$ cat config.mk
export PLATFORM = sky130hd
export DESIGN_NAME = sorted_fault_code_table
export DESIGN_NICKNAME = d
export VERILOG_FILES = /design/src/sfct_pkg.sv /design/src/sfct_ram.sv /design/src/sfct_cmp.sv /design/src/sfct_ctrl.sv /design/src/sorted_fault_code_table.sv
export SDC_FILE = /design/constraint.sdc
export NUM_CORES = 2
export LEC_CHECK = 0
export ABC_CLOCK_PERIOD_IN_PS = 4600
export BUFFER_PORTS_ARGS = -buffer_cell sky130_fd_sc_hd__buf_2
export CORE_MARGIN = 3
export CORE_UTILIZATION = 55
export DETAILED_ROUTE_END_ITERATION = 12
export PLACE_DENSITY = 0.81
export SETUP_SLACK_MARGIN = 0.5
export SYNTH_ARGS = -nofsm -noshare
export SYNTH_HDL_FRONTEND = slang
export SYNTH_HIERARCHICAL = 1
export SYNTH_SLANG_ARGS = --single-unit
export TNS_END_PERCENT = 20
$ cat constraint.sdc
create_clock -name clk -period 4.6 [get_ports clk]
set_input_delay 0.92 -clock clk [delete_from_list [all_inputs] [get_ports clk]]
set_output_delay 0.92 -clock clk [all_outputs]
set_load 0.005 [all_outputs]
$ cat src/sfct_pkg.sv
// ----------------------------------------------------------------------------
// sfct_pkg - shared types and constants of the sorted fault code table
// Sizes, operation and outcome codes, status bit positions and the records
// passed between the sequencer, the compare unit and the top level.
// ----------------------------------------------------------------------------
package sfct_pkg;

  localparam int CAPACITY    = 32;
  localparam int MAX_RESULTS = 32;

  localparam int IDX_W  = (CAPACITY > 1) ? $clog2(CAPACITY) : 1;
  localparam int CNT_W  = $clog2(CAPACITY + 1);
  localparam int MCNT_W = $clog2(MAX_RESULTS + 1);

  localparam int OP_W    = 3;
  localparam int CODE_W  = 24;
  localparam int STAT_W  = 8;
  localparam int POS_W   = 5;
  localparam int OUTC_W  = 3;
  localparam int SCNT_W  = 6;
  localparam int ENTRY_W = CODE_W + STAT_W;
  localparam int CMP_W   = (POS_W > CNT_W) ? POS_W : CNT_W;

  localparam int IN_DATA_W  = 40;
  localparam int OUT_DATA_W = 48;
  localparam int OUT_USED_W = OUTC_W + CODE_W + STAT_W + SCNT_W;

  // operation codes
  localparam logic [OP_W-1:0] OP_ADD       = 3'd0;
  localparam logic [OP_W-1:0] OP_REMOVE    = 3'd1;
  localparam logic [OP_W-1:0] OP_LOOKUP    = 3'd2;
  localparam logic [OP_W-1:0] OP_READ      = 3'd3;
  localparam logic [OP_W-1:0] OP_LIST_CONF = 3'd4;
  localparam logic [OP_W-1:0] OP_LIST_PEND = 3'd5;

  // outcome codes
  localparam logic [OUTC_W-1:0] OUTC_OK        = 3'd0;
  localparam logic [OUTC_W-1:0] OUTC_DUPLICATE = 3'd1;
  localparam logic [OUTC_W-1:0] OUTC_NOT_FOUND = 3'd2;
  localparam logic [OUTC_W-1:0] OUTC_FULL      = 3'd3;
  localparam logic [OUTC_W-1:0] OUTC_POS_RANGE = 3'd4;

  // status byte bits
  localparam int ST_FAILED_BIT    = 0;
  localparam int ST_PENDING_BIT   = 2;
  localparam int ST_CONFIRMED_BIT = 3;

  typedef struct packed {
    logic [STAT_W-1:0] status;
    logic [CODE_W-1:0] code;
  } entry_t;

  typedef struct packed {
    logic [POS_W-1:0]  position;
    logic [STAT_W-1:0] fault_status;
    logic [CODE_W-1:0] fault_code;
    logic [OP_W-1:0]   opcode;
  } item_t;

  typedef struct packed {
    logic [OUTC_W-1:0] outcome;
    logic              has_entry;
    logic [CODE_W-1:0] entry_code;
    logic [STAT_W-1:0] entry_status;
    logic [SCNT_W-1:0] stored_count;
    logic              last;
  } res_t;

  typedef struct packed {
    logic             we;
    logic [IDX_W-1:0] waddr;
    entry_t           wdata;
    logic [IDX_W-1:0] raddr;
  } ram_req_t;

  typedef struct packed {
    logic eq;
    logic lt;
    logic hit;
  } cmp_t;

endpackage

$ cat src/sfct_ram.sv
// ----------------------------------------------------------------------------
// sfct_ram - generic simple dual-port RAM
// One write port, one read port with registered read data.
// ----------------------------------------------------------------------------
module sfct_ram #(
  parameter int WIDTH = 32,
  parameter int DEPTH = 32
) (
  input  logic                                    clk,
  input  logic                                    we,
  input  logic [((DEPTH > 1) ? $clog2(DEPTH) : 1)-1:0] waddr,
  input  logic [WIDTH-1:0]                        wdata,
  input  logic [((DEPTH > 1) ? $clog2(DEPTH) : 1)-1:0] raddr,
  output logic [WIDTH-1:0]                        rdata
);

  logic [WIDTH-1:0] mem [DEPTH];

  always_ff @(posedge clk) begin
    if (we) begin
      mem[waddr] <= wdata;
    end
    rdata <= mem[raddr];
  end

endmodule

$ cat src/sfct_cmp.sv
// ----------------------------------------------------------------------------
// sfct_cmp - shared compare unit
// Compare one stored entry against the search key and test its status byte.
// ----------------------------------------------------------------------------
module sfct_cmp (
  input  sfct_pkg::entry_t                entry,
  input  logic [sfct_pkg::CODE_W-1:0]     key_code,
  input  logic                            sel_pending,
  output sfct_pkg::cmp_t                  result
);

  logic st_failed;
  logic st_pending;
  logic st_confirmed;

  assign st_failed    = entry.status[sfct_pkg::ST_FAILED_BIT];
  assign st_pending   = entry.status[sfct_pkg::ST_PENDING_BIT];
  assign st_confirmed = entry.status[sfct_pkg::ST_CONFIRMED_BIT];

  always_comb begin
    result.eq  = (entry.code == key_code);
    result.lt  = (entry.code < key_code);
    // pending: bit 2 set, bit 3 clear; confirmed: bits 0 and 3 set
    result.hit = sel_pending ? (st_pending & ~st_confirmed)
                             : (st_failed & st_confirmed);
  end

endmodule

$ cat src/sfct_ctrl.sv
// ----------------------------------------------------------------------------
// sfct_ctrl - operation sequencer
// Walk the table through the RAM read port, drive the shared compare unit,
// shift entries for insert and delete, and hand results to the output stage.
// ----------------------------------------------------------------------------
module sfct_ctrl (
  input  logic                         clk,
  input  logic                         rst,
  input  logic                         in_valid,
  output logic                         in_ready,
  input  sfct_pkg::item_t              in_item,
  output sfct_pkg::ram_req_t           ram_req,
  input  sfct_pkg::entry_t             rd_data,
  input  logic                         res_ready,
  output logic                         res_push,
  output sfct_pkg::res_t               res
);

  typedef enum logic [3:0] {
    S_IDLE,
    S_SCAN,
    S_DECIDE,
    S_SHIFT,
    S_INSERT,
    S_READ,
    S_READ_WAIT,
    S_LIST,
    S_LIST_END,
    S_EMIT
  } state_t;

  state_t                           state;
  logic [sfct_pkg::OP_W-1:0]        op;
  logic [sfct_pkg::CODE_W-1:0]      key_code;
  logic [sfct_pkg::STAT_W-1:0]      key_status;
  logic [sfct_pkg::POS_W-1:0]       key_pos;
  logic [sfct_pkg::CNT_W-1:0]       occ;
  logic [sfct_pkg::CNT_W-1:0]       nxt;
  logic                             rd_vld;
  logic [sfct_pkg::IDX_W-1:0]       rd_idx;
  logic                             found;
  logic [sfct_pkg::CNT_W-1:0]       ins_idx;
  logic [sfct_pkg::IDX_W-1:0]       src;
  logic [sfct_pkg::CNT_W-1:0]       moves;
  logic                             pend;
  logic [sfct_pkg::IDX_W-1:0]       pend_dst;
  sfct_pkg::entry_t                 entry;
  sfct_pkg::entry_t                 held;
  logic                             held_v;
  logic [sfct_pkg::MCNT_W-1:0]      mcnt;
  logic [sfct_pkg::OUTC_W-1:0]      outc;
  logic                             has;

  sfct_pkg::cmp_t                   cmp;
  logic                             stall;
  logic                             consume;
  logic                             match_in;
  logic [sfct_pkg::MCNT_W-1:0]      mcnt_next;
  logic                             list_issue;
  logic                             is_add;

  sfct_cmp u_cmp (
    .entry       (rd_data),
    .key_code    (key_code),
    .sel_pending (op == sfct_pkg::OP_LIST_PEND),
    .result      (cmp)
  );

  assign in_ready = (state == S_IDLE);
  assign is_add   = (op == sfct_pkg::OP_ADD);

  // list walk: stall on a second match while the output stage is full
  assign match_in   = rd_vld & cmp.hit;
  assign stall      = match_in & held_v & ~res_ready;
  assign consume    = ~stall;
  assign mcnt_next  = mcnt + sfct_pkg::MCNT_W'(match_in);
  assign list_issue = consume && (nxt < occ) &&
                      (mcnt_next != sfct_pkg::MCNT_W'(sfct_pkg::MAX_RESULTS));

  always_comb begin
    ram_req.we    = 1'b0;
    ram_req.waddr = pend_dst;
    ram_req.wdata = rd_data;
    ram_req.raddr = nxt[sfct_pkg::IDX_W-1:0];
    case (state)
      S_SHIFT: begin
        ram_req.raddr = src;
        ram_req.we    = pend;
      end
      S_INSERT: begin
        ram_req.we           = 1'b1;
        ram_req.waddr        = ins_idx[sfct_pkg::IDX_W-1:0];
        ram_req.wdata.code   = key_code;
        ram_req.wdata.status = key_status;
      end
      S_READ: begin
        ram_req.raddr = sfct_pkg::IDX_W'(key_pos);
      end
      S_LIST: begin
        ram_req.raddr = stall ? rd_idx : nxt[sfct_pkg::IDX_W-1:0];
      end
      default: begin
        ram_req.raddr = nxt[sfct_pkg::IDX_W-1:0];
      end
    endcase
  end

  always_comb begin
    res_push           = 1'b0;
    res.outcome        = outc;
    res.has_entry      = has;
    res.entry_code     = has ? entry.code : '0;
    res.entry_status   = has ? entry.status : '0;
    res.stored_count   = sfct_pkg::SCNT_W'(occ);
    res.last           = 1'b1;
    case (state)
      S_EMIT: begin
        res_push = res_ready;
      end
      S_LIST: begin
        // emit the held match once a later one proves it is not the last
        res_push         = consume & match_in & held_v;
        res.outcome      = sfct_pkg::OUTC_OK;
        res.has_entry    = 1'b1;
        res.entry_code   = held.code;
        res.entry_status = held.status;
        res.last         = 1'b0;
      end
      S_LIST_END: begin
        res_push         = res_ready;
        res.outcome      = sfct_pkg::OUTC_OK;
        res.has_entry    = held_v;
        res.entry_code   = held_v ? held.code : '0;
        res.entry_status = held_v ? held.status : '0;
      end
      default: begin
        res_push = 1'b0;
      end
    endcase
  end

  always_ff @(posedge clk) begin
    if (rst) begin
      state  <= S_IDLE;
      occ    <= '0;
      rd_vld <= 1'b0;
      pend   <= 1'b0;
      held_v <= 1'b0;
    end else begin
      case (state)
        S_IDLE: begin
          if (in_valid) begin
            op         <= in_item.opcode;
            key_code   <= in_item.fault_code;
            key_status <= in_item.fault_status;
            key_pos    <= in_item.position;
            nxt        <= '0;
            rd_vld     <= 1'b0;
            pend       <= 1'b0;
            held_v     <= 1'b0;
            mcnt       <= '0;
            case (in_item.opcode)
              sfct_pkg::OP_ADD, sfct_pkg::OP_REMOVE, sfct_pkg::OP_LOOKUP: begin
                if (occ == '0) begin
                  found   <= 1'b0;
                  ins_idx <= '0;
                  state   <= S_DECIDE;
                end else begin
                  state <= S_SCAN;
                end
              end
              sfct_pkg::OP_READ: begin
                state <= S_READ;
              end
              sfct_pkg::OP_LIST_CONF, sfct_pkg::OP_LIST_PEND: begin
                state <= S_LIST;
              end
              default: begin
                outc  <= sfct_pkg::OUTC_OK;
                has   <= 1'b0;
                state <= S_EMIT;
              end
            endcase
          end
        end
        S_SCAN: begin
          // sorted table: stop at the first entry not below the key
          if (rd_vld && !cmp.lt) begin
            found   <= cmp.eq;
            ins_idx <= sfct_pkg::CNT_W'(rd_idx);
            entry   <= rd_data;
            rd_vld  <= 1'b0;
            state   <= S_DECIDE;
          end else if (rd_vld &&
                       (sfct_pkg::CNT_W'(rd_idx) + sfct_pkg::CNT_W'(1) == occ)) begin
            found   <= 1'b0;
            ins_idx <= occ;
            rd_vld  <= 1'b0;
            state   <= S_DECIDE;
          end else if (nxt < occ) begin
            rd_idx <= nxt[sfct_pkg::IDX_W-1:0];
            rd_vld <= 1'b1;
            nxt    <= nxt + sfct_pkg::CNT_W'(1);
          end else begin
            rd_vld <= 1'b0;
          end
        end
        S_DECIDE: begin
          case (op)
            sfct_pkg::OP_ADD: begin
              if (found) begin
                outc  <= sfct_pkg::OUTC_DUPLICATE;
                has   <= 1'b0;
                state <= S_EMIT;
              end else if (occ == sfct_pkg::CNT_W'(sfct_pkg::CAPACITY)) begin
                outc  <= sfct_pkg::OUTC_FULL;
                has   <= 1'b0;
                state <= S_EMIT;
              end else begin
                src   <= sfct_pkg::IDX_W'(occ - sfct_pkg::CNT_W'(1));
                moves <= occ - ins_idx;
                state <= S_SHIFT;
              end
            end
            sfct_pkg::OP_REMOVE: begin
              if (!found) begin
                outc  <= sfct_pkg::OUTC_NOT_FOUND;
                has   <= 1'b0;
                state <= S_EMIT;
              end else begin
                src   <= sfct_pkg::IDX_W'(ins_idx + sfct_pkg::CNT_W'(1));
                moves <= occ - ins_idx - sfct_pkg::CNT_W'(1);
                state <= S_SHIFT;
              end
            end
            default: begin
              outc  <= found ? sfct_pkg::OUTC_OK : sfct_pkg::OUTC_NOT_FOUND;
              has   <= found;
              state <= S_EMIT;
            end
          endcase
        end
        S_SHIFT: begin
          // one move a cycle: read the source now, write it in the next cycle
          if (moves != '0) begin
            pend     <= 1'b1;
            pend_dst <= is_add ? src + sfct_pkg::IDX_W'(1) : src - sfct_pkg::IDX_W'(1);
            src      <= is_add ? src - sfct_pkg::IDX_W'(1) : src + sfct_pkg::IDX_W'(1);
            moves    <= moves - sfct_pkg::CNT_W'(1);
          end else begin
            pend <= 1'b0;
            if (!pend) begin
              if (is_add) begin
                state <= S_INSERT;
              end else begin
                occ   <= occ - sfct_pkg::CNT_W'(1);
                outc  <= sfct_pkg::OUTC_OK;
                has   <= 1'b0;
                state <= S_EMIT;
              end
            end
          end
        end
        S_INSERT: begin
          occ   <= occ + sfct_pkg::CNT_W'(1);
          outc  <= sfct_pkg::OUTC_OK;
          has   <= 1'b0;
          state <= S_EMIT;
        end
        S_READ: begin
          if (sfct_pkg::CMP_W'(key_pos) >= sfct_pkg::CMP_W'(occ)) begin
            outc  <= sfct_pkg::OUTC_POS_RANGE;
            has   <= 1'b0;
            state <= S_EMIT;
          end else begin
            state <= S_READ_WAIT;
          end
        end
        S_READ_WAIT: begin
          entry <= rd_data;
          outc  <= sfct_pkg::OUTC_OK;
          has   <= 1'b1;
          state <= S_EMIT;
        end
        S_LIST: begin
          if (consume) begin
            if (match_in) begin
              held   <= rd_data;
              held_v <= 1'b1;
              mcnt   <= mcnt_next;
            end
            if (list_issue) begin
              rd_idx <= nxt[sfct_pkg::IDX_W-1:0];
              rd_vld <= 1'b1;
              nxt    <= nxt + sfct_pkg::CNT_W'(1);
            end else begin
              rd_vld <= 1'b0;
              state  <= S_LIST_END;
            end
          end
        end
        S_LIST_END: begin
          if (res_ready) begin
            state <= S_IDLE;
          end
        end
        S_EMIT: begin
          if (res_ready) begin
            state <= S_IDLE;
          end
        end
        default: begin
          state <= S_IDLE;
        end
      endcase
    end
  end

  // occupancy never passes the table size
  a_occ_bound: assert property (@(posedge clk) disable iff (rst)
    occ <= sfct_pkg::CNT_W'(sfct_pkg::CAPACITY))
    else $error("occupancy beyond capacity");

  // the table is written only while shifting or inserting
  a_write_window: assert property (@(posedge clk) disable iff (rst)
    ram_req.we |-> (state == S_SHIFT || state == S_INSERT))
    else $error("table written outside an update");

  // a result is handed over only when the output stage can take it
  a_push_ready: assert property (@(posedge clk) disable iff (rst)
    res_push |-> res_ready)
    else $error("result pushed into a full output stage");

  // an insert grows the table by exactly one entry
  a_insert_grow: assert property (@(posedge clk) disable iff (rst)
    state == S_INSERT |=> occ == $past(occ) + sfct_pkg::CNT_W'(1))
    else $error("insert did not grow occupancy by one");

endmodule

$ cat src/sorted_fault_code_table.sv
// ----------------------------------------------------------------------------
// sorted_fault_code_table - sorted table of unique fault codes with status
// Stream-in operation items, stream-out result items over an output register.
// ----------------------------------------------------------------------------
// The block holds up to CAPACITY (32) unique 24-bit fault codes, each with a
// status byte, kept in ascending code order in one RAM. It takes one item at
// a time and deasserts s_tready until every result of that item has been
// handed to the output register. The table is walked through the RAM's single
// registered read port by one shared compare unit, one entry per cycle while a
// list is not stalled by a full output register, so the time per item follows
// the occupancy n: a lookup walks to the slot, an add or remove walks to the
// slot and then shifts the rest of the table by one place, a read fetches its
// position directly, and a list walks all n entries plus any output stalls.
// A list gives one result per matching entry in table
// order, the final one marked by tlast, or a single result without an entry
// if nothing matches; every other operation gives exactly one result with
// tlast set. Table contents need no clearing after reset: only entries below
// the occupancy count are ever read.
// ----------------------------------------------------------------------------
module sorted_fault_code_table (
  input  logic                                 clk,
  input  logic                                 rst,
  input  logic                                 s_tvalid,
  output logic                                 s_tready,
  // opcode[2:0], fault_code[26:3], fault_status[34:27], position[39:35]
  input  logic [sfct_pkg::IN_DATA_W-1:0]       s_tdata,
  output logic                                 m_tvalid,
  input  logic                                 m_tready,
  // outcome[2:0], entry_code[26:3], entry_status[34:27], stored_count[40:35]
  output logic [sfct_pkg::OUT_DATA_W-1:0]      m_tdata,
  // has_entry[0]
  output logic                                 m_tuser,
  output logic                                 m_tlast
);

  sfct_pkg::item_t    in_item;
  sfct_pkg::ram_req_t ram_req;
  sfct_pkg::entry_t   rd_data;
  sfct_pkg::res_t     res;
  logic               res_ready;
  logic               res_push;

  assign in_item = sfct_pkg::item_t'(s_tdata);

  sfct_ram #(
    .WIDTH (sfct_pkg::ENTRY_W),
    .DEPTH (sfct_pkg::CAPACITY)
  ) u_ram (
    .clk   (clk),
    .we    (ram_req.we),
    .waddr (ram_req.waddr),
    .wdata (ram_req.wdata),
    .raddr (ram_req.raddr),
    .rdata (rd_data)
  );

  sfct_ctrl u_ctrl (
    .clk       (clk),
    .rst       (rst),
    .in_valid  (s_tvalid),
    .in_ready  (s_tready),
    .in_item   (in_item),
    .ram_req   (ram_req),
    .rd_data   (rd_data),
    .res_ready (res_ready),
    .res_push  (res_push),
    .res       (res)
  );

  // output register: take a new item when empty or being drained this cycle
  assign res_ready = ~m_tvalid | m_tready;

  always_ff @(posedge clk) begin
    if (rst) begin
      m_tvalid <= 1'b0;
    end else if (res_push) begin
      m_tvalid <= 1'b1;
    end else if (m_tready) begin
      m_tvalid <= 1'b0;
    end
  end

  // payload: hold while stalled, load on push
  always_ff @(posedge clk) begin
    if (res_push) begin
      m_tdata <= {{(sfct_pkg::OUT_DATA_W - sfct_pkg::OUT_USED_W){1'b0}},
                  res.stored_count, res.entry_status, res.entry_code, res.outcome};
      m_tuser <= res.has_entry;
      m_tlast <= res.last;
    end
  end

  // a held result is never overwritten before it is taken
  a_no_overwrite: assert property (@(posedge clk) disable iff (rst)
    (m_tvalid && !m_tready) |-> !res_push)
    else $error("output register overwritten while stalled");

  // no new item is taken while a result is being produced
  a_busy_closed: assert property (@(posedge clk) disable iff (rst)
    res_push |-> !s_tready)
    else $error("input open while results pending");

  // every result without an entry, such as the empty-list result, carries tlast
  a_no_entry_last: assert property (@(posedge clk) disable iff (rst)
    (res_push && !res.has_entry) |-> res.last)
    else $error("result without entry lacks last mark");

endmodule

==> reports/qor.yml <==
worst_hold_path:
  hold_end: "u_ctrl/key_code[20]"
  hp-start: "s_tdata[23]"
  min_path_cells: 1
  hp-class: "in2reg"
worst_setup_path:
  crit_slowest_cell: "edfxtp_1"
  path_class: "reg2reg"
  critPathMaxFanout: 70
  critPathTopFamily: "simple AND/OR/NAND/NOR gates"
  startpoint_type: "flip-flop"
  r2r_cells: 13
  critPathArrivalTime_ns: 4.47
  path_cells: "and3b_2, nand2_1, o22ai_2, nand4b_1, nor2_2, a222oi_1, nand2_4, buf_16, mux2i_1, a22o_1, nor3_1, a31oi_1, nand3_1"
  required_ns: 5.14
  slowest_delay_ns: 0.47
  ff2ff_setup_slack_ns: 0.66
  timing.rr.end: "u_ram/rdata[1]"
  cp_num_buf_inv: 1
  r2r-start: "u_ctrl/op[0]"
  end_kind: "flip-flop"
routing:
  detail_route.vias_per_cell: 6.389
  initialDrtViolationCount: 3680
  drt-met1-wl_um: 45820
  antenna_left: 0
  drc: 0
  wl_met3_um: 13590
  wl_met2_um: 59510
  firstDrtPassIters: 6
  routed_wl_um: 124700
  wl_per_cell_um: 27.50
  dr.max_layer_used: "met4"
  vias: 28970
clocking:
  clkTransAtPathRegs_ns: 0.06
  ctsHoldBuffers: 0
  cts.sinks: 1261
  clockBufferDepth: 3
  htree_levels: 3
  cts_tree: "done"
  clkLatencyLatePin_ns: 0.70
  cts-buffers-inserted: 115
  root_buffer: "clkbuf_16"
power:
  power_density_nw_per_um2: 602.4
  power_mw: 34.55
  ir_worst_vdd_mv: 0.3554
  p_leak_nw: 20.03
global_routing:
  antenna_found_initial: 6
  overflow: 0
  grt_pass1_wl_um: 180600
  grtUsageTotal: 0.2568
  first_global_vias: 28370
  grt_max_degree: 71
sta:
  drv_slew: 0
  period_needed_ns: 3.935
  clock_skew_ns: 0.04246
  hold_violations: 0
  fmax_mhz: 254.1
  tns_ns: 0
  setup_slack_ns: 0.6649
  setup_violations: 0
  slew_headroom: 0.1037
  rsz0062_at_grt: "false"
  fin_crit_sh: 0.8555
  worstMarginPinSlew_ns: 1.345
yosys:
  synth_top_cell_area_share: 0.7201
  synth_area_leaders: "edfxtp_1 72%, mux2i_1 10%, dfxtp_1 1.8%"
  synth_top_area_cell: "edfxtp_1"
  synth_area_um2: 50660
  ys.flop_type: "edfxtp_1"
  synth_edf_count: 1215
  yosysMostFrequentCell: "edfxtp_1"
  synth_commonest_cells: "1215 x edfxtp_1, 519 x mux2i_1, 152 x nand2_1, 141 x a21oi_1, 118 x nand3_1"
  ys_warn_count: 6
  synthDistinctLibCells: 78
  syn_inst: 3079
  async_flop_share: 0
  synth_seq_area_share: 0.7383
  postSynthAreaPerCell_um2: 16.45
  ys_ff_latch: 1261
finish:
  antenna_cells: 0
  fillCellCount: 5924
  drive_gt1_frac: 0.1394
  nets: 3355
  multiInputGateArea_um2: 12490
  regArea_um2: 37410
  area_growth_pct: 13.20
floorplan:
  placementRows: 110
  die_w_um: 309.5
  die_h_um: 309.5
  core_um2: 90700
  initial_utilization: 0.5586
  io_pins: 96
  die-area_um2: 95790
placed_design:
  gp_congestion: 0.8538
  post-place-ws_ns: 0.3952
  port-buffer-count: 88
  dp_hpwl_um: 73400
outcome:
  status: "completed"
flow_run:
  maxCapViolations: 0
[layout by cell type (no fill, tap or decap), drive strengths merged, types with 95 or more instances in the layout]
cell	netlist	routed
edfxtp	1215	1215
mux2i	519	519
buf	95	223
clkbuf	73	154
nand2	152	152
a21oi	142	142
nand3	118	118
a22oi	98	98
a22o	96	96
nor2	95	95
[power breakdown]
group          internal, mW  switching (mW)
combinational          3.17            6.09
clock                  5.50            4.09
sequential             15.1           0.633
[flip-flops by register name (all words and copies together) (netlist names), 6 cells and up]
| signal | cells |
|---|---|
| u_ram/mem | 1024 |
| m_tdata | 41 |
| u_ctrl/entry | 32 |
| u_ctrl/held | 32 |
| u_ram/rdata | 32 |
| u_ctrl/key_code | 24 |
| u_ctrl/key_status | 8 |
| u_ctrl/ins_idx | 6 |
| u_ctrl/mcnt | 6 |
| u_ctrl/moves | 6 |
| u_ctrl/nxt | 6 |
| u_ctrl/occ | 6 |
[per-layer routing]
metal,track usage,vias up
met5,0,-
met4,0.1170,0
met3,0.06198,370
met2,0.4160,1800
met1,0.3315,14420
li1,-,12380
[worst register-to-register path: cells and delay by family, from the launching register on]
kind	cells	cell delay, ns
flops	1	0.47
simple gates	7	1.57
mux	1	0.38
compound gates	4	1.04
buf+inv	1	0.38
[worst max-delay path by stage]
stage | from | to | slack, ns | cells past startpoint
2_1_floorplan | u_ctrl/state[2] | u_ram/mem[12][0] | 0.27 | 8
3_3_place_gp | u_ctrl/op[0] | u_ram/rdata[6] | 0.43 | 13
3_5_place_dp | u_ctrl/op[1] | u_ram/rdata[1] | 0.40 | 13
4_1_cts | u_ctrl/op[1] | u_ram/rdata[6] | 0.54 | 13
5_1_grt | u_ctrl/op[1] | u_ram/rdata[0] | 0.58 | 14
6_report | u_ctrl/op[0] | u_ram/rdata[1] | 0.66 | 13
[final cells by class]
cell class	count	share of cell area
clock buffers	154	0.05504
clock inverters	62	0.01185
inverters	52	0.003403
multi-input cells	1606	0.2179
flip-flops and latches	1261	0.6522
well taps	1176	0.02566
repair buffers	223	0.03399
[per-stage QoR]
| step | utilization | cells | instance area (µm²) | hold slack (ns) |
|---|---|---|---|---|
| 2_1_floorplan | - | 3085 | 50690 | 0.4184 |
| 3_3_place_gp | 0.5883 | 4307 | 53360 | 0.4551 |
| 3_5_place_dp | 0.5883 | 4307 | 53360 | 0.4589 |
| 4_1_cts | 0.6312 | 4528 | 57250 | 0.3622 |
| 5_1_grt | 0.6323 | 4534 | 57350 | 0.3797 |
| 6_report | 0.6323 | 4534 | 57350 | 0.4027 |
[kinds of logic (layout without fill, tap and decap cells)]
family                     after synthesis  count (layout)  synth area share
AOI/OAI and AO/OA                      447             447           0.06065
xor gates and xnor gates                43              43          0.007434
adders and majority gates               52              52           0.01299
buffers and inverters                  220             491           0.02242
DFF                                   1261            1261            0.7383
muxes                                  557             557            0.1111
other                                    1               7        0.00007402
and+or+nand+nor                        498             500           0.04705
[timing repair]
action / CTS / global route
cloned: 2 / 0
hold endpoints to repair: 0 / 0
pin swaps: 1 / 1
resized for setup: 2 / 5
buffers inserted: 3 / 6
setup endpoints to repair: 8 / 16
No activity file was read; power rests on OpenSTA's default activity.
